`src/design/ehp_pkg.sv`:
```
// Shared types and constants of the Ethernet / IPv4 / layer-4 header parser.
`timescale 1ns / 1ps
package ehp_pkg;

	localparam logic [6:0] POS_MAX       = 7'd127;
	localparam logic [6:0] POS_KIND_HI   = 7'd12;
	localparam logic [6:0] POS_KIND_LO   = 7'd13;
	localparam logic [6:0] POS_IHL       = 7'd14;
	localparam logic [6:0] POS_TLEN_HI   = 7'd16;
	localparam logic [6:0] POS_TLEN_LO   = 7'd17;
	localparam logic [6:0] POS_IDENT_HI  = 7'd18;
	localparam logic [6:0] POS_IDENT_LO  = 7'd19;
	localparam logic [6:0] POS_FRAG_HI   = 7'd20;
	localparam logic [6:0] POS_FRAG_LO   = 7'd21;
	localparam logic [6:0] POS_PROTO     = 7'd23;

	localparam logic [7:0] ETH_HDR_BYTES = 8'd14;
	localparam logic [7:0] IP_HDR_END    = 8'd34;
	localparam logic [7:0] L4_SEQ_OFF    = 8'd4;
	localparam logic [7:0] L4_ACK_OFF    = 8'd8;
	localparam logic [7:0] L4_ACK_END    = 8'd12;
	localparam logic [7:0] L4_FLAGS_OFF  = 8'd13;

	localparam logic [15:0] TYPE_IPV4    = 16'h0800;
	localparam logic [7:0]  PROTO_TCP    = 8'd6;
	localparam logic [7:0]  PROTO_UDP    = 8'd17;
	localparam logic [15:0] HTTP_PORT_RST = 16'd80;

	localparam int FLAG_ETHER = 0;
	localparam int FLAG_IPV4  = 1;
	localparam int FLAG_TCP   = 2;
	localparam int FLAG_UDP   = 3;
	localparam int FLAG_HTTP  = 4;

	typedef enum logic [1:0] {
		ST_OK        = 2'd0,
		ST_TRUNC_ETH = 2'd1,
		ST_TRUNC_IP  = 2'd2
	} status_t;

	// Header fields captured so far in the current frame.
	typedef struct packed {
		logic [3:0]  ihl;
		logic [15:0] kind;
		logic [15:0] total_len;
		logic [15:0] ident;
		logic [15:0] frag;
		logic [7:0]  proto;
		logic [31:0] port_pair;
		logic [31:0] seq;
		logic [31:0] ack;
		logic [7:0]  tcp_flags;
	} frame_fields_t;

	// One parse result as it leaves the block.
	typedef struct packed {
		logic [4:0]  layer_flags;
		status_t     status;
		logic [15:0] ether_kind;
		logic [15:0] ip_total_len;
		logic [15:0] ip_ident;
		logic [15:0] ip_frag_word;
		logic [7:0]  ip_proto;
		logic [15:0] src_port;
		logic [15:0] dst_port;
		logic [31:0] tcp_seq_num;
		logic [31:0] tcp_ack_num;
		logic [7:0]  tcp_flag_bits;
	} parse_result_t;

endpackage

```
`src/design/ehp_capture.sv`:
```
// Byte position counter and header field capture registers.
`timescale 1ns / 1ps
module ehp_capture import ehp_pkg::*; (
	input  logic          clk,
	input  logic          arst_n,
	input  logic          en,
	input  logic [7:0]    data_byte,
	input  logic          last,
	output logic [6:0]    pos,
	output frame_fields_t view
);

	logic [6:0]    pos_q;
	frame_fields_t fr_q;
	logic [7:0]    l4_start;
	logic [7:0]    l4_off;

	// The view already holds the current byte, so a field completed by the
	// final byte of a frame is seen by the result logic in the same cycle.
	always_comb begin
		view     = fr_q;
		l4_start = '0;
		l4_off   = '0;
		if (pos_q != POS_MAX) begin
			case (pos_q)
				POS_KIND_HI:  view.kind[15:8]      = data_byte;
				POS_KIND_LO:  view.kind[7:0]       = data_byte;
				POS_IHL:      view.ihl             = data_byte[3:0];
				POS_TLEN_HI:  view.total_len[15:8] = data_byte;
				POS_TLEN_LO:  view.total_len[7:0]  = data_byte;
				POS_IDENT_HI: view.ident[15:8]     = data_byte;
				POS_IDENT_LO: view.ident[7:0]      = data_byte;
				POS_FRAG_HI:  view.frag[15:8]      = data_byte;
				POS_FRAG_LO:  view.frag[7:0]       = data_byte;
				POS_PROTO:    view.proto           = data_byte;
				default: ;
			endcase
			// The layer-4 header starts after the IHL word count, which may
			// have been written by this very byte.
			l4_start = ETH_HDR_BYTES + {2'b00, view.ihl, 2'b00};
			l4_off   = {1'b0, pos_q} - l4_start;
			if ({1'b0, pos_q} >= l4_start) begin
				if (l4_off < L4_SEQ_OFF) begin
					view.port_pair[{~l4_off[1:0], 3'b000} +: 8] = data_byte;
				end else if (l4_off < L4_ACK_OFF) begin
					view.seq[{~l4_off[1:0], 3'b000} +: 8] = data_byte;
				end else if (l4_off < L4_ACK_END) begin
					view.ack[{~l4_off[1:0], 3'b000} +: 8] = data_byte;
				end else if (l4_off == L4_FLAGS_OFF) begin
					view.tcp_flags = data_byte;
				end
			end
		end
	end

	always_ff @(posedge clk or negedge arst_n) begin
		if (!arst_n) begin
			pos_q <= '0;
			fr_q  <= '0;
		end else if (en) begin
			if (last) begin
				pos_q <= '0;
				fr_q  <= '0;
			end else begin
				fr_q <= view;
				if (pos_q != POS_MAX) begin
					pos_q <= pos_q + 7'd1;
				end
			end
		end
	end

	assign pos = pos_q;

endmodule

```
`src/design/ehp_result.sv`:
```
// Layer decision, truncation status and field selection for a finished frame.
`timescale 1ns / 1ps
module ehp_result import ehp_pkg::*; (
	input  logic          [6:0]  pos,
	input  frame_fields_t        view,
	input  logic          [15:0] http_port,
	output parse_result_t        result
);

	logic [7:0]  frame_len;
	logic [15:0] sp;
	logic [15:0] dp;

	assign frame_len = {1'b0, pos} + 8'd1;
	assign sp        = view.port_pair[31:16];
	assign dp        = view.port_pair[15:0];

	always_comb begin
		result        = '0;
		result.status = ST_OK;
		if (frame_len < ETH_HDR_BYTES) begin
			result.status = ST_TRUNC_ETH;
		end else begin
			result.layer_flags[FLAG_ETHER] = 1'b1;
			result.ether_kind              = view.kind;
			if (view.kind == TYPE_IPV4) begin
				result.layer_flags[FLAG_IPV4] = 1'b1;
				if (frame_len < IP_HDR_END) begin
					result.status = ST_TRUNC_IP;
				end else begin
					result.ip_total_len = view.total_len;
					result.ip_ident     = view.ident;
					result.ip_frag_word = view.frag;
					result.ip_proto     = view.proto;
					if (view.proto == PROTO_TCP) begin
						result.layer_flags[FLAG_TCP]  = 1'b1;
						result.layer_flags[FLAG_HTTP] = (sp == http_port) || (dp == http_port);
						result.src_port      = sp;
						result.dst_port      = dp;
						result.tcp_seq_num   = view.seq;
						result.tcp_ack_num   = view.ack;
						result.tcp_flag_bits = view.tcp_flags;
					end else if (view.proto == PROTO_UDP) begin
						result.layer_flags[FLAG_UDP] = 1'b1;
						result.src_port = sp;
						result.dst_port = dp;
					end
				end
			end
		end
	end

endmodule

```
`src/design/eth_ipv4_l4_header_parser.sv`:
```
// Top level of the Ethernet / IPv4 / TCP / UDP header parser.
`timescale 1ns / 1ps
// The parser takes a frame one byte per transaction on the slave stream,
// beginning with the destination MAC, with tlast on the final byte. It
// extracts the Ethernet type, the IPv4 total length, identification,
// fragment word and protocol, skips IPv4 options by the IHL count, and takes
// the TCP ports, sequence, acknowledgement and flag byte, or the UDP ports.
// Exactly one result transaction leaves the master stream per frame, after
// the last byte: tuser carries the layer flags and the truncation status,
// tdata the fields. Fields that were not received, or that do not apply to
// the layers found, read zero. The block takes one byte every cycle unless
// the input is held, also across frame boundaries; a byte passes an input
// register, then the combinational field capture and layer decision, and a
// finished frame's result is registered in the output register. A result
// waiting in the output register does not stop bytes of the next frame;
// only a second last byte meeting a full, stalled output register holds
// the input. The HTTP port register resets to 80 and must only be written
// while idle.
module eth_ipv4_l4_header_parser import ehp_pkg::*; (
	input  logic         clk,
	input  logic         arst_n,
	// Configuration: HTTP port.
	input  logic         http_port_we,
	input  logic [15:0]  http_port_wdata,
	// Slave stream. tdata: data_byte [7:0].
	input  logic         s_axis_tvalid,
	output logic         s_axis_tready,
	input  logic [7:0]   s_axis_tdata,
	input  logic         s_axis_tlast,
	// Master stream.
	// tdata: ether_kind [15:0], ip_total_len [31:16], ip_ident [47:32],
	//   ip_frag_word [63:48], ip_proto [71:64], src_port [87:72],
	//   dst_port [103:88], tcp_seq_num [135:104], tcp_ack_num [167:136],
	//   tcp_flag_bits [175:168].
	// tuser: layer_flags [4:0], status [6:5].
	output logic         m_axis_tvalid,
	input  logic         m_axis_tready,
	output logic [175:0] m_axis_tdata,
	output logic [6:0]   m_axis_tuser
);

	logic          [15:0] http_port_q;
	logic                 valid_s1;
	logic          [7:0]  byte_s1;
	logic                 last_s1;
	logic                 proc_s1;
	logic                 out_valid_q;
	parse_result_t        out_q;
	logic          [6:0]  pos;
	frame_fields_t        view;
	parse_result_t        result;

	always_ff @(posedge clk or negedge arst_n) begin
		if (!arst_n) begin
			http_port_q <= HTTP_PORT_RST;
		end else if (http_port_we) begin
			http_port_q <= http_port_wdata;
		end
	end

	// A byte in the input register moves on unless it ends a frame while the
	// previous result is still held by the downstream side.
	assign proc_s1       = valid_s1 && (!last_s1 || !out_valid_q || m_axis_tready);
	assign s_axis_tready = !valid_s1 || proc_s1;

	always_ff @(posedge clk or negedge arst_n) begin
		if (!arst_n) begin
			valid_s1 <= 1'b0;
		end else if (s_axis_tready) begin
			valid_s1 <= s_axis_tvalid;
		end
	end

	always_ff @(posedge clk) begin
		if (s_axis_tvalid && s_axis_tready) begin
			byte_s1 <= s_axis_tdata;
			last_s1 <= s_axis_tlast;
		end
	end

	ehp_capture u_capture (
		.clk       (clk),
		.arst_n    (arst_n),
		.en        (proc_s1),
		.data_byte (byte_s1),
		.last      (last_s1),
		.pos       (pos),
		.view      (view)
	);

	ehp_result u_result (
		.pos       (pos),
		.view      (view),
		.http_port (http_port_q),
		.result    (result)
	);

	always_ff @(posedge clk or negedge arst_n) begin
		if (!arst_n) begin
			out_valid_q <= 1'b0;
		end else if (proc_s1 && last_s1) begin
			out_valid_q <= 1'b1;
		end else if (m_axis_tready) begin
			out_valid_q <= 1'b0;
		end
	end

	always_ff @(posedge clk) begin
		if (proc_s1 && last_s1) begin
			out_q <= result;
		end
	end

	assign m_axis_tvalid = out_valid_q;
	assign m_axis_tuser  = {out_q.status, out_q.layer_flags};
	assign m_axis_tdata  = {out_q.tcp_flag_bits, out_q.tcp_ack_num, out_q.tcp_seq_num,
		out_q.dst_port, out_q.src_port, out_q.ip_proto, out_q.ip_frag_word,
		out_q.ip_ident, out_q.ip_total_len, out_q.ether_kind};

	// A result only appears after a last byte was processed.
	a_result_from_last: assert property (@(posedge clk) disable iff (!arst_n)
		$rose(out_valid_q) |-> $past(proc_s1 && last_s1))
		else $error("result appeared without a processed last byte");

	// The frame state starts over after each last byte.
	a_pos_cleared: assert property (@(posedge clk) disable iff (!arst_n)
		proc_s1 && last_s1 |=> pos == 7'd0)
		else $error("byte position not cleared after frame end");

	// A short Ethernet frame reports no layer at all.
	a_trunc_eth_no_layers: assert property (@(posedge clk) disable iff (!arst_n)
		out_valid_q && out_q.status == ST_TRUNC_ETH |-> out_q.layer_flags == 5'd0)
		else $error("layer flags set on a truncated Ethernet frame");

	// TCP and UDP exclude each other, and the HTTP match needs TCP.
	a_l4_flags: assert property (@(posedge clk) disable iff (!arst_n)
		out_valid_q |-> !(out_q.layer_flags[FLAG_TCP] && out_q.layer_flags[FLAG_UDP])
			&& (!out_q.layer_flags[FLAG_HTTP] || out_q.layer_flags[FLAG_TCP]))
		else $error("inconsistent layer-4 flags");

	// The input is never held while the output register can take a result.
	a_no_needless_stall: assert property (@(posedge clk) disable iff (!arst_n)
		!out_valid_q |-> s_axis_tready)
		else $error("input stalled with an empty output register");

endmodule
```
`config.mk`:
```
export PLATFORM = sky130hd
export DESIGN_NAME = eth_ipv4_l4_header_parser
export DESIGN_NICKNAME = d
export VERILOG_FILES = /design/src/design/ehp_pkg.sv /design/src/design/ehp_capture.sv /design/src/design/ehp_result.sv /design/src/design/eth_ipv4_l4_header_parser.sv
export SDC_FILE = /design/constraint.sdc
export NUM_CORES = 1
export LEC_CHECK = 0
export ABC_AREA = 1
export ABC_CLOCK_PERIOD_IN_PS = 12200
export BUFFER_PORTS_ARGS = -buffer_cell sky130_fd_sc_hd__buf_2
export CORE_MARGIN = 1
export CORE_UTILIZATION = 50
export CTS_CLUSTER_SIZE = 30
export DETAILED_ROUTE_END_ITERATION = 12
export PLACE_DENSITY = 0.75
export SYNTH_ARGS = -nofsm -noshare
export SYNTH_HDL_FRONTEND = slang
export SYNTH_SLANG_ARGS = --single-unit
```
`constraint.sdc`:
```
create_clock -name clk -period 12.2 [get_ports clk]
set_clock_uncertainty 0.15 [all_clocks]
set_input_delay 1.83 -clock clk [delete_from_list [all_inputs] [get_ports clk]]
set_output_delay 1.83 -clock clk [all_outputs]
set_load 0.01 [all_outputs]
```
# After elaboration in Yosys (flattened, before gate mapping)
# Index checks and enable logic that the tools add are counted.
dict set report op_classes {
  add_sub_neg 5
  mul 0
  div 0
  order_cmp 6
  n_eq_ne 17
  shifts 2
  mux 36
  bitwise_logic 3
  n_reduce_logical 17
}
# operator n
set op_table {}
lappend op_table {{180-bit two-way mux} 2}
lappend op_table {{32-bit two-way mux} 5}
lappend op_table {{104-bit two-way mux} 1}
lappend op_table {{32-bit bitwise mux} 3}
lappend op_table {{8-bit two-way mux} 11}
lappend op_table {{72-bit two-way mux} 1}
lappend op_table {{7-bit by 5-bit equality test with 1-bit output (second input constant)} 7}
lappend op_table {{40-bit two-way mux} 1}
lappend op_table {{16-bit equality test} 2}
lappend op_table {{8-bit by 7-bit variable shift with 32-bit output (first input constant)} 1}
lappend op_table {{8-bit by 7-bit variable part select with 32-bit output} 1}
lappend op_table {{8-bit by 4-bit < comparator with 1-bit output (second input constant)} 3}
lappend op_table {{7-bit by 4-bit equality test with 1-bit output (second input constant)} 3}
lappend op_table {{16-bit by 12-bit equality test with 1-bit output (second input constant)} 1}
lappend op_table {{7-bit two-way mux} 2}
lappend op_table {{7-bit by 1-bit adder with 8-bit output (second input constant)} 1}
lappend op_table {{8-bit by 3-bit equality test with 1-bit output (second input constant)} 1}
lappend op_table {{8-bit by 4-bit equality test with 1-bit output (second input constant)} 1}
lappend op_table {{8-bit by 5-bit equality test with 1-bit output (second input constant)} 1}
lappend op_table {{7-bit by 8-bit greater-or-equal comparator with 1-bit output} 1}
lappend op_table {{8-bit by 3-bit < comparator with 1-bit output (second input constant)} 1}
lappend op_table {{8-bit by 6-bit < comparator with 1-bit output (second input constant)} 1}
lappend op_table {{4-bit two-way mux} 2}
lappend op_table {{4-bit OR reduction} 2}
lappend op_table {{other kinds (16)} 31}
dict set report word_totals {
  regBits 397
  latchBits 0
  ramBits 0
  mem_bits_ro 0
  input_bits 30
  output_inout_bits 185
  word_cells 119
  n_memories 0
}

# Depth between registers and ports, before layout
# Gate-level depths: netlist of the first run.
dict set report logic_depth {
  ltp_word 17
  mapped_depth 30
  ltp_nobuf 27
}

# Modules after synthesis
# From an unflattened synthesis of the first run, not the netlist that was laid out.
dict set report unflattened {
  hier_cells 2349
  hier_area_um2 19890.3
}
# mod instances cells_each area_per_inst_um2
set by_module_without_submodules {}
lappend by_module_without_submodules {ehp_capture 1 1550 11093.1}
lappend by_module_without_submodules {eth_ipv4_l4_header_parser 1 273 6518.8}
lappend by_module_without_submodules {ehp_result 1 526 2278.4}

# Worst setup path before layout of the first run
# No wires, ideal clock.
dict set report synth_timing {
  kind {in2reg}
  from {input m_axis_tready}
  to {register out_q, in the netlist m_axis_tdata[0], enable pin}
  arrival_time_ns 5.734
  required_time_ns 11.514
  path_slack_ns 5.780
  path_stages 6
  path_cell_list {nor2_1 > nand2_1 > nand2_1 > clkinv_1 > nand2_1 > inv_1}
}
dict set report synth_via {
  elab_chain_cells 3
}
# element line
set synth_lines {}
lappend synth_lines {{start: declaration} eth_ipv4_l4_header_parser.sv:37} ;# input logic m_axis_tready,
lappend synth_lines {{1-bit logical OR} eth_ipv4_l4_header_parser.sv:63} ;# assign proc_s1 = valid_s1 && (!last_s1 || !out_valid_q || m_axis_tready);
lappend synth_lines {{1-bit logical AND} eth_ipv4_l4_header_parser.sv:63}
lappend synth_lines {{1-bit logical AND} eth_ipv4_l4_header_parser.sv:109} ;# if (proc_s1 && last_s1) begin
lappend synth_lines {{end signal: assignment} eth_ipv4_l4_header_parser.sv:110} ;# out_q <= result;
lappend synth_lines {{end: declaration} eth_ipv4_l4_header_parser.sv:48} ;# parse_result_t out_q;
# No other way between the ends.
# A chain may end at the register's enable or synchronous reset.

# Final worst setup path of the first run
dict set report layout_timing {
  from {register u_capture.pos_q[0] (netlist: u_capture.pos[0])}
  to {register out_q, in the netlist m_axis_tdata[163], data pin}
}
dict set report layout_via {
  elab_chain_cells 11
  word_cells_on_any_way 34
  classes_between {add/sub (4); order compare (6); eq/ne (7); shift (2); mux (11); bitwise (3); reduce/logical (1)}
}
# element line
set layout_lines {}
lappend layout_lines {{start: declaration} ehp_capture.sv:13} ;# logic [6:0] pos_q;
lappend layout_lines {{start signal: assignment} ehp_capture.sv:67} ;# pos_q <= pos_q + 7'd1;
lappend layout_lines {{7-bit by 4-bit equality test with 1-bit output} ehp_capture.sv:25} ;# case (pos_q)
lappend layout_lines {{4-bit two-way mux} ehp_capture.sv:25}
lappend layout_lines {{4-bit two-way mux} ehp_capture.sv:24} ;# if (pos_q != POS_MAX) begin
lappend layout_lines {{4-bit by 6-bit adder with 7-bit output} ehp_capture.sv:40} ;# l4_start = ETH_HDR_BYTES + {2'b00, view.ihl, 2'b00};
lappend layout_lines {{7-bit by 8-bit subtractor with 8-bit output} ehp_capture.sv:41} ;# l4_off = {1'b0, pos_q} - l4_start;
lappend layout_lines {{8-bit by 4-bit < comparator with 1-bit output} ehp_capture.sv:47} ;# end else if (l4_off < L4_ACK_END) begin
lappend layout_lines {{32-bit two-way mux} ehp_capture.sv:47}
lappend layout_lines {{40-bit two-way mux} ehp_capture.sv:45} ;# end else if (l4_off < L4_ACK_OFF) begin
lappend layout_lines {{72-bit two-way mux} ehp_capture.sv:43} ;# if (l4_off < L4_SEQ_OFF) begin
lappend layout_lines {{104-bit two-way mux} ehp_capture.sv:42} ;# if ({1'b0, pos_q} >= l4_start) begin
lappend layout_lines {{180-bit two-way mux} ehp_capture.sv:24}
# Parallel ways exist; a longest one is shown, timed or not. The select of a mux whose other input is x is not followed.

==> impl_results.md, run 1 <==
* Wire length per cell at 18.8 um
* Total power at 2950 uW
* Worst-path maximum fanout at 38
* Die width at 191 um
* Multi-input gate area at 5790 um2
* Synth cell count leaders: nand2_1 (450), o21ai_0 (257), dfrtp_1 (203)
* Clk slew on worst S/H paths at 0.07 ns
* Max Fclk at 0.156 GHz
* Internal at 2200 uW
* Netlist Area Pre-Place at 17,900 um2
* Root buffer cell: clkbuf_16
* Post-synth EDFFs at 192
* CP Launch Type: flop
* Count leader, synth: nand2_1
* Post-DP HPWL at 31.2 mm
* Vias per cell at 5.63
* Largest net degree at the start of global routing at 115
* Setup violators final at 0
* CP required at 12.31 ns
* Storage cell area at 10,900 um2
* Worst Hold Launch: u_capture.fr_q[56]$_DFFE_PN0P_
* DRC at 0
* Async set or reset register ratio after synthesis at 51.6%
* PD cells at 144 nW/um2
* DR iter-0 viols at 1,343
* Via count at 14,580
* Top_reg_cell synth: dfrtp_1
* Fill cells at 3,025
* Comb power frac at 8.8%
* WHS Endpoint: u_capture.fr_q[56]$_DFFE_PN0P_
* Syn_nets at 1,987
* GRT Util Overall at 26.4%
* Net Sw Frac at 25.5%
* Clock Latency Late Sink at 0.54 ns
* Fin. Hold Viols at 0
* Post-route clock period utilization at 52.5%
* First-pass GRT wire length at 75.0 mm
* Vias in the first global route at 13,736
* Sequential share of power at 49.7%
* Total CTS buffers at 40
* Post-Layout Inst Area at 20,500 um2
* CP endpoint kind: flop
* Cell count after synthesis at 1,943
* Seq/Total Area, Yosys at 60.9%
* Cell Area, Placed at 19,200 um2
* Final Max Tran Viols at 0
* Share of cells above drive strength 1 at 14.7%
* Worst R2R End: m_axis_tdata[163]$_SDFFCE_PP0P_
* Area share of the largest cell type after synthesis at 32.2%
* Hold Path Depth at 2
* R2r startpoint: u_capture.pos[0]$_DFFE_PN0P_
* Hold WC Path Type: reg -> reg
* Status: finished clean
* Pleak at 0.00889 uW
* Num ports at 215
* Core footprint at 34,900 um2
* Synth Register Bits at 397
* Die area at 36,500 um2
* Nets at 2,149
* Max Cap Viol at 0
* Num Clock Sinks at 397
* CTS Buffer Depth at 3
* I/O Buffers at 214
* Switch Pwr at 751 uW
* Layout Area Growth over Synthesis at 14.7%
* CTS Hold Bufs at 0
* Initial Util at 51.3%
* Final Hold Slack at 0.333 ns
* Crit path DAT at 6.51 ns
* First-pass iteration count of the detailed router at 5
* Synth unique cells at 35
* WL final at 48.8 mm
* Syn Area/Cell at 9.21 um2
* Cell row count at 68
* Crit path time final at 6.40 ns
* Least-Margin Pin Slew at 1.31 ns
* Rel. slew slack at 12.9%
* Post-CTS setup buffer count at 0
* Post-route ant nets at 0
* Worst IR Drop VDD at 0.100 mV
* Yosys warning total at 0
* Clock share of power at 41.5%
* R2r setup slk at 5.80 ns
* R2r worst-path depth at 22
* Final Util at 58.8%
* Aggregate global routing overflow at 0
* Total negative slack at 0 ns
* RePlAce Congestion at 0.890
* Synth area leader: edfxtp_1
* H-tree levels at 2
* CTS tree: yes
* Antenna violations before repair at 0
* Diode count at 0
* Crit Path Class: reg -> reg
* Resize count post-CTS at 0
* Largest cells by area after synthesis: edfxtp_1 (32%), dfrtp_1 (28%), nand2_1 (9.4%)
* Die height at 191 um
* RSZ-0062 raised after global routing: false
[layout by cell type, fill, tap and decap left out, types with 68 or more instances in the layout]
cell	synthesis	routed
nand3_1	68	68
o22ai_1	112	112
nor2_1	201	199
nand2_1	450	448
o21ai_0	257	257
buf_2	14	213
inv_1	192	190
dfrtp_1	203	203
edfxtp_1	192	192
[through the flow]
stage / worst slack [ns] / std cells
after floorplan: 5.78 / 1943
after global placement: 6.00 / 2518
after detailed placement: 5.95 / 2518
after CTS: 5.99 / 2592
after global routing: 5.31 / 2592
final: 5.80 / 2592
[state kept, by name, summed over array words and instances (netlist names)]
register,flops
u_capture.fr_q,180
m_axis_tdata,176
http_port_q,16
byte_s1,8
m_axis_tuser,7
u_capture.pos,7
last_s1,1
m_axis_tvalid,1
valid_s1,1
[metal layers]
metal / part of all wire (%) / vias up / track usage (%)
met2: 46 / 604 / 40.7
met4: 2.4 / 0 / 7.36
met5: 0 / - / 0
met3: 7.3 / 88 / 4.15
li1: - / 6868 / -
met1: 44 / 7020 / 38.8
[how the worst max path moves through the flow]
stage,start,endpoint,slack [ns],depth (start not counted)
floorplan,m_axis_tready,m_axis_tdata[0]$_SDFFCE_PP0P_,5.78,6
global placement,m_axis_tready,m_axis_tdata[153]$_SDFFCE_PP0P_,6.00,10
global route,u_capture.pos[0]$_DFFE_PN0P_,m_axis_tdata[160]$_SDFFCE_PP0P_,5.31,21
detailed placement,m_axis_tready,m_axis_tdata[121]$_SDFFCE_PP0P_,5.95,10
CTS,u_capture.pos[0]$_DFFE_PN0P_,m_axis_tdata[163]$_SDFFCE_PP0P_,5.99,22
finish,u_capture.pos[0]$_DFFE_PN0P_,m_axis_tdata[163]$_SDFFCE_PP0P_,5.80,22
[power groups by stage]
stage	Clock (uW)	Combinational [uW]	Sequential, uW
finish	1220	261	1460
global route	1280	284	1470
CTS	1240	258	1460
detailed placement	0	257	1490
global placement	0	257	1490
floorplan	0	134	1500
[logic make-up after synthesis]
group / count (synthesis) / share of synthesized area, %
adder cells (fa/ha/maj): 14 / 1.02
flip-flops: 397 / 60.9
AND/OR/NAND/NOR: 789 / 18.2
AO/OA/AOI/OAI: 428 / 12.8
XOR/XNOR: 5 / 0.245
buffers and inverters: 310 / 6.81
[worst max-delay path, cell delays in order (launching register included)]
cell and delay, ns:
dfrtp_1 0.50, clkinv_1 0.32, ha_1 0.55, inv_1 0.25, nor3_1 0.69, nor2_1 0.08
a21oi_1 0.19, inv_1 0.09, ha_1 0.21, xor2_1 0.17, ha_1 0.38, or2_1 0.26
nand3_1 0.08, nand2_1 0.05, nor2_1 0.09, nand2_1 0.08, nor2_2 0.08, buf_4 0.39
nand2_1 0.26, nor3_2 0.84, nand2_1 0.14, o21ai_0 0.15, nor2_1 0.08
[area by class of cell]
cell class              count  share of cell area [%]
multi-input cells        1236                    28.2
well taps                 455                    2.77
repair buffers            231                    5.88
flip-flops and latches    397                    53.1
clock buffers              52                    5.50
inverters                 199                    3.68
clock inverters            22                   0.835
No activity file was read; power rests on OpenSTA's default activity.
==> run 2, diff against run 1 <==
Settings changed: ABC_CLOCK_PERIOD_IN_PS 12200 to 5400, PLACE_DENSITY 0.75 to 0.78.
Clock period 12.2 ns to 5.4 ns, I/O delays scaled along.
==> impl_results.md, run 2 (same netlist as run 1, synthesis figures left out) <==
* Status: finished clean (unchanged)
* CP required at 5.55 ns (was 12.31 ns)
* Fin. Hold Viols at 0 (unchanged)
* CTS Buffer Depth at 3 (unchanged)
* Clock Latency Late Sink at 0.57 ns (was 0.54 ns)
* Final Util at 59.3% (was 58.8%)
* Final Hold Slack at 0.186 ns (was 0.333 ns)
* Post-route ant nets at 0 (unchanged)
* Via count at 14,822 (was 14,580)
* I/O Buffers at 214 (unchanged)
* H-tree levels at 2 (unchanged)
* First-pass iteration count of the detailed router at 6 (was 5)
* Pleak at 0.00898 uW (was 0.00889 uW)
* Post-route setup slack at 0.546 ns (was 5.80 ns)
* Antenna violations before repair at 1 (was 0)
* Final Max Tran Viols at 0 (unchanged)
* Max reg flops at 180 (unchanged)
* Net Sw Frac at 25.8% (was 25.5%)
* Least-Margin Pin Slew at 1.26 ns (was 1.31 ns)
* Sequential share of power at 49.6% (was 49.7%)
* Num ports at 215 (unchanged)
* Aggregate global routing overflow at 0 (unchanged)
* Post-route clock period utilization at 89.9% (was 52.5%)
* Clk slew on worst S/H paths at 0.06 ns (was 0.07 ns)
* Commonest non-fill, non-tap cell in the layout: nand2_1 (unchanged)
* Root buffer cell: clkbuf_16 (unchanged)
* Num Clock Sinks at 397 (unchanged)
* First-pass GRT wire length at 75.6 mm (was 75.0 mm)
* CP Launch Type: flop (unchanged)
* Total negative slack at 0 ns (unchanged)
* Diode count at 0 (unchanged)
* Worst IR Drop VDD at 0.236 mV (was 0.100 mV)
* Hold WC Path Type: in -> async (was reg -> reg)
* Initial Util at 51.3% (unchanged)
* Worst-path maximum fanout at 16 (was 38)
* WL final at 49.0 mm (was 48.8 mm)
* Die height at 191 um (unchanged)
* Max Fclk at 0.206 GHz (was 0.156 GHz)
* Core footprint at 34,900 um2 (unchanged)
* Crit path time final at 4.85 ns (was 6.40 ns)
* DRC at 0 (unchanged)
* Die width at 191 um (unchanged)
* Crit path DAT at 5.00 ns (was 6.51 ns)
* Comb power frac at 9.3% (was 8.8%)
* Max Cap Viol at 0 (unchanged)
* Worst slack, placed at 0.504 ns (was 5.95 ns)
* Internal at 4940 uW (was 2200 uW)
* Rel. slew slack at 16.0% (was 12.9%)
* GRT Util Overall at 26.7% (was 26.4%)
* PD cells at 322 nW/um2 (was 144 nW/um2)
* CP endpoint kind: flop (unchanged)
* Vias per cell at 5.67 (was 5.63)
* Crit Path Class: reg -> reg (unchanged)
* Layout Area Growth over Synthesis at 15.7% (was 14.7%)
* DR iter-0 viols at 1,555 (was 1,343)
* Fill cells at 3,028 (was 3,025)
* Post-Layout Inst Area at 20,700 um2 (was 20,500 um2)
* Cell Area, Placed at 19,400 um2 (was 19,200 um2)
* RSZ-0062 raised after global routing: false (unchanged)
* Share of cells above drive strength 1 at 15.2% (was 14.7%)
* Die area at 36,500 um2 (unchanged)
* Nets at 2,169 (was 2,149)
* Cell row count at 68 (unchanged)
* Post-DP HPWL at 31.4 mm (was 31.2 mm)
* Most frequent cells in the layout: nand2_1 (448), o21ai_0 (257), buf_2 (213), dfrtp_1 (203), nor2_1 (199) (unchanged)
* Reg with most FFs: u_capture.fr_q (unchanged)
* Clock share of power at 41.2% (was 41.5%)
* Vias in the first global route at 13,697 (was 13,736)
* Largest net degree at the start of global routing at 107 (was 115)
* Total CTS buffers at 42 (was 40)
* R2r setup slk at 0.55 ns (was 5.80 ns)
* RePlAce Congestion at 0.894 (was 0.890)
* CTS tree: yes (unchanged)
* Setup violators final at 0 (unchanged)
* Switch Pwr at 1720 uW (was 751 uW)
* Wire length per cell at 18.8 um (about the same)
==> run 2: cell types whose count changed in the layout (fill, tap and decap cells not counted), sizes merged <==
cell and change:
inv -3, buf +18, clkinvlp +1, bufinv -1, clkbuf +5, clkinv +2
==> run 2: routing by layer <==
metal  vias to the layer above  wire length [um]  global-route usage, %
met2                       747             22500                   40.0
met4                         0              1090                   8.15
met1                      7089             20900                   39.3
met3                        81              4540                   5.09
met5                         -                 0                      0
li1                       6905                 -                      -
==> run 2: layout make-up <==
class | instances | area (um2) | area share, %
clock buffers | 57 | 1140 | 5.50
multi-input cells | 1236 | 5790 | 28.0
flip-flops and latches | 397 | 10900 | 52.7
well taps | 455 | 569 | 2.75
repair buffers | 249 | 1370 | 6.61
inverters | 199 | 754 | 3.65
clock inverters | 21 | 175 | 0.846
==> run 2: power groups by stage <==
stage	Clock (uW)	Combinational, uW	Sequential, uW
6_report	2740	617	3300
5_1_grt	2900	662	3310
4_1_cts	2780	605	3300
3_5_place_dp	0	601	3360
3_3_place_gp	0	598	3360
2_1_floorplan	0	303	3390
==> run 2: what timing repair did <==
action,CTS,global route
resized for setup,0,1
setup endpoints to repair,0,14
hold buffers,0,0
setup buffers,0,0
==> run 2: per-stage QoR <==
step | cells | power, uW
after floorplan | 1943 | 3690
after global placement | 2536 | 3950
after detailed placement | 2536 | 3960
after CTS | 2614 | 6690
after global routing | 2614 | 6870
final | 2614 | 6660
==> run 2: path summary, 6_finish.rpt <==
check                                                from                              end  cells past startpoint
min in group clk                          s_axis_tdata[4]             byte_s1[4]$_DFFE_PP_                      1
setup reg to reg             u_capture.pos[0]$_DFFE_PN0P_  m_axis_tdata[135]$_SDFFCE_PP0P_                     23
hold reg to reg            u_capture.fr_q[38]$_DFFE_PN0P_   u_capture.fr_q[38]$_DFFE_PN0P_                      2
max in group asynchronous                          arst_n  u_capture.fr_q[128]$_DFFE_PN0P_                      2
hold / removal                                     arst_n   u_capture.fr_q[26]$_DFFE_PN0P_                      1
setup / recovery             u_capture.pos[0]$_DFFE_PN0P_  m_axis_tdata[135]$_SDFFCE_PP0P_                     23
==> run 2: critical path: stages, from the launching register on <==
cell      delay [ns]
dfrtp_1         0.50
clkinv_1        0.10
ha_1            0.16
inv_1           0.10
nor3_2          0.45
nor2_1          0.09
a21oi_1         0.25
inv_1           0.14
o21ai_0         0.21
xor2_1          0.20
ha_1            0.31
nand2_1         0.09
nand2_1         0.06
inv_1           0.07
nand2_1         0.05
nand2_1         0.06
nand2_1         0.09
nor3_1          0.27
inv_1           0.19
o21ai_1         0.32
nor3_1          0.10
buf_4           0.20
o21ai_0         0.33
nor2_1          0.09
==> run 3, diff against run 2 <==
Settings changed: ABC_AREA 1 to unset.
==> impl_results.md, run 3 <==
* CP required at 5.65 ns (was 5.55 ns)
* Count leader, synth: dfrtp_1 (was nand2_1)
* Global route hottest layer: met2 (unchanged)
* Fin. Hold Viols at 0 (unchanged)
* Yosys warning total at 0 (unchanged)
* Synth area leader: edfxtp_1 (unchanged)
* GR met2 Demand/Resource at 40.4% (was 40.0%)
* Root buffer cell: clkbuf_16 (unchanged)
* Wire length per cell at 21.0 um (was 18.8 um)
* WL final at 48.0 mm (was 49.0 mm)
* First-pass iteration count of the detailed router at 5 (was 6)
* Reg with most FFs: u_capture.fr_q (unchanged)
* Synth cell count leaders: dfrtp_1 (203), nand2_1 (202), edfxtp_1 (192) (was nand2_1 (450), o21ai_0 (257), dfrtp_1 (203))
* R2r startpoint: u_capture.pos[4]$_DFFE_PN0P_ (was u_capture.pos[0]$_DFFE_PN0P_)
* Synth Register Bits at 397 (unchanged)
* Diode count at 0 (unchanged)
* Clock Latency Late Sink at 0.55 ns (was 0.57 ns)
* CTS Hold Bufs at 0 (unchanged)
* Seq/Total Area, Yosys at 60.5% (was 60.9%)
* Max reg flops at 180 (unchanged)
* Hold WC Path Type: in -> async (unchanged)
* First-pass GRT wire length at 73.4 mm (was 75.6 mm)
* Post-Layout Inst Area at 21,100 um2 (was 20,700 um2)
* Max Cap Viol at 0 (unchanged)
* Cell Area, Placed at 19,700 um2 (was 19,400 um2)
* Post-DP HPWL at 31.4 mm (about the same)
* DRC at 0 (unchanged)
* CTS tree: yes (unchanged)
* Worst IR Drop VDD at 0.189 mV (was 0.236 mV)
* Post-route ant nets at 0 (unchanged)
* Die height at 192 um (was 191 um)
* Crit Path Class: reg -> reg (unchanged)
* Placed insts at 2,211 (was 2,536)
* PD cells at 327 nW/um2 (was 322 nW/um2)
* Core footprint at 35,500 um2 (was 34,900 um2)
* Least-Margin Pin Slew at 1.21 ns (was 1.26 ns)
* Nets at 1,839 (was 2,169)
* Clk slew on worst S/H paths at 0.06 ns (about the same)
* Pleak at 0.00884 uW (was 0.00898 uW)
* Post-route setup slack at 0.466 ns (was 0.546 ns)
* Share of cells above drive strength 1 at 20.1% (was 15.2%)
* Crit path DAT at 5.18 ns (was 5.00 ns)
* Vias per cell at 5.93 (was 5.67)
* Met1 Resource Use GR at 35.9% (was 39.3%)
* Largest net degree at the start of global routing at 110 (was 107)
* GRT Util Overall at 25.9% (was 26.7%)
* Via count at 13,580 (was 14,822)
* Cell count after synthesis at 1,582 (was 1,943)
* Post-synth EDFFs at 192 (unchanged)
* Worst-path maximum fanout at 16 (unchanged)
* Die area at 36,800 um2 (was 36,500 um2)
* Die width at 192 um (was 191 um)
* Area share of the largest cell type after synthesis at 32.0% (was 32.2%)
* Layout Area Growth over Synthesis at 17.4% (was 15.7%)
* Synth unique cells at 68 (was 35)
* GR Layer Usage met3 at 4.99% (was 5.09%)
* Most frequent cells in the layout: buf_2 (213), dfrtp_1 (203), nand2_1 (201), edfxtp_1 (192), nor2_1 (191) (was nand2_1 (448), o21ai_0 (257), buf_2 (213), dfrtp_1 (203), nor2_1 (199))
* Status: finished clean (unchanged)
* Rel. slew slack at 19.0% (was 16.0%)
* RSZ-0062 raised after global routing: false (unchanged)
* DR iter-0 viols at 1,365 (was 1,555)
* Critical path origin: u_capture.pos[4]$_DFFE_PN0P_ (was u_capture.pos[0]$_DFFE_PN0P_)
* CTS Buffer Depth at 3 (unchanged)
* I/O Buffers at 214 (unchanged)
* Non-filler cells, final at 2,290 (was 2,614)
* Worst slack, placed at 0.511 ns (was 0.504 ns)
* RePlAce Congestion at 0.960 (was 0.894)
* H-tree levels at 2 (unchanged)
* CP endpoint kind: flop (unchanged)
* Vias in the first global route at 13,091 (was 13,697)
* Total CTS buffers at 43 (was 42)
* Aggregate global routing overflow at 0 (unchanged)
* Netlist Area Pre-Place at 18,000 um2 (was 17,900 um2)
* Resize count post-CTS at 0 (unchanged)
* Cell row count at 69 (was 68)
* Commonest non-fill, non-tap cell in the layout: buf_2 (was nand2_1)
* CP Launch Type: flop (unchanged)
* Total negative slack at 0 ns (unchanged)
* Syn_nets at 1,626 (was 1,987)
* Async set or reset register ratio after synthesis at 51.6% (unchanged)
* Post-route clock period utilization at 91.4% (was 89.9%)
* Post-CTS setup buffer count at 0 (unchanged)
* Top_reg_cell synth: dfrtp_1 (unchanged)
* Crit path time final at 4.93 ns (was 4.85 ns)
* Largest cells by area after synthesis: edfxtp_1 (32%), dfrtp_1 (28%), mux2i_1 (8.6%) (was edfxtp_1 (32%), dfrtp_1 (28%), nand2_1 (9.4%))
* Num Clock Sinks at 397 (unchanged)
* Syn Area/Cell at 11.4 um2 (was 9.21 um2)
* Num ports at 215 (unchanged)
* Final Max Tran Viols at 0 (unchanged)
* Final Util at 59.6% (was 59.3%)
* Max Fclk at 0.203 GHz (was 0.206 GHz)
* Antenna violations before repair at 0 (was 1)
* Initial Util at 50.7% (was 51.3%)
* Setup violators final at 0 (unchanged)
run 3: area by class of cell:
cell class / instances / area, um2
clock buffers: 61 / 1240
clock inverters: 18 / 204
well taps: 461 / 577
repair buffers: 267 / 1520
inverters: 28 / 105
fillers: 2798 / 14300
flip-flops and latches: 397 / 10900
multi-input cells: 1058 / 6600
run 3: final timing paths:
kind,endpoint,slack (ns),cells after the start
min in group clk,byte_s1[2]$_DFFE_PP_,0.30,1
max in group asynchronous,http_port_q[6]$_DFFE_PN1P_,3.82,2
worst max-delay path,m_axis_tuser[4]$_SDFFCE_PP0P_,0.47,16
worst min register to register,u_capture.fr_q[159]$_DFFE_PN0P_,0.33,2
worst max register to register,m_axis_tuser[4]$_SDFFCE_PP0P_,0.47,16
worst min-delay path,u_capture.fr_q[137]$_DFFE_PN0P_,0.21,1
run 3: stage by stage:
stage | total power (uW) | hold slack [ns]
after global routing | 7110 | 0.280
after floorplan | 3700 | 0.299
final | 6910 | 0.208
after detailed placement | 3970 | 0.320
after global placement | 3960 | 0.310
after CTS | 6930 | 0.270
run 3: layer usage:
metal | up-vias | share of wire (%)
met3 | 120 | 8.4
met2 | 667 | 46
met5 | - | 0
li1 | 6098 | -
met1 | 6695 | 42
met4 | 0 | 3.3
run 3: critical path: stages (launching register included):
cell      delay [ns]
dfrtp_1         0.38
and3b_1         0.32
nand3_1         0.24
mux2i_1         0.30
nand2_1         0.12
and3_1          0.19
nor3_1          0.13
a21oi_1         0.06
ha_1            0.33
and3_1          0.22
a221oi_2        0.32
mux2i_1         0.21
nor3_2          0.98
mux2_2          0.44
a21oi_1         0.13
nand4_1         0.10
o22ai_1         0.15
run 3: kinds of logic after synthesis:
family	share of synthesized area (%)
AOI/OAI and AO/OA	11.8
xor gates and xnor gates	1.46
adders and majority gates	1.01
buffers and inverters	2.88
DFF	60.5
muxes	9.25
and+or+nand+nor	13.0
run 3: power breakdown:
part	total [uW]	internal [uW]	leakage, uW	switching, uW
clock	2980	1790	0.000704	1190
sequential	3300	3250	0.00468	46.8
combinational	628	182	0.00346	446
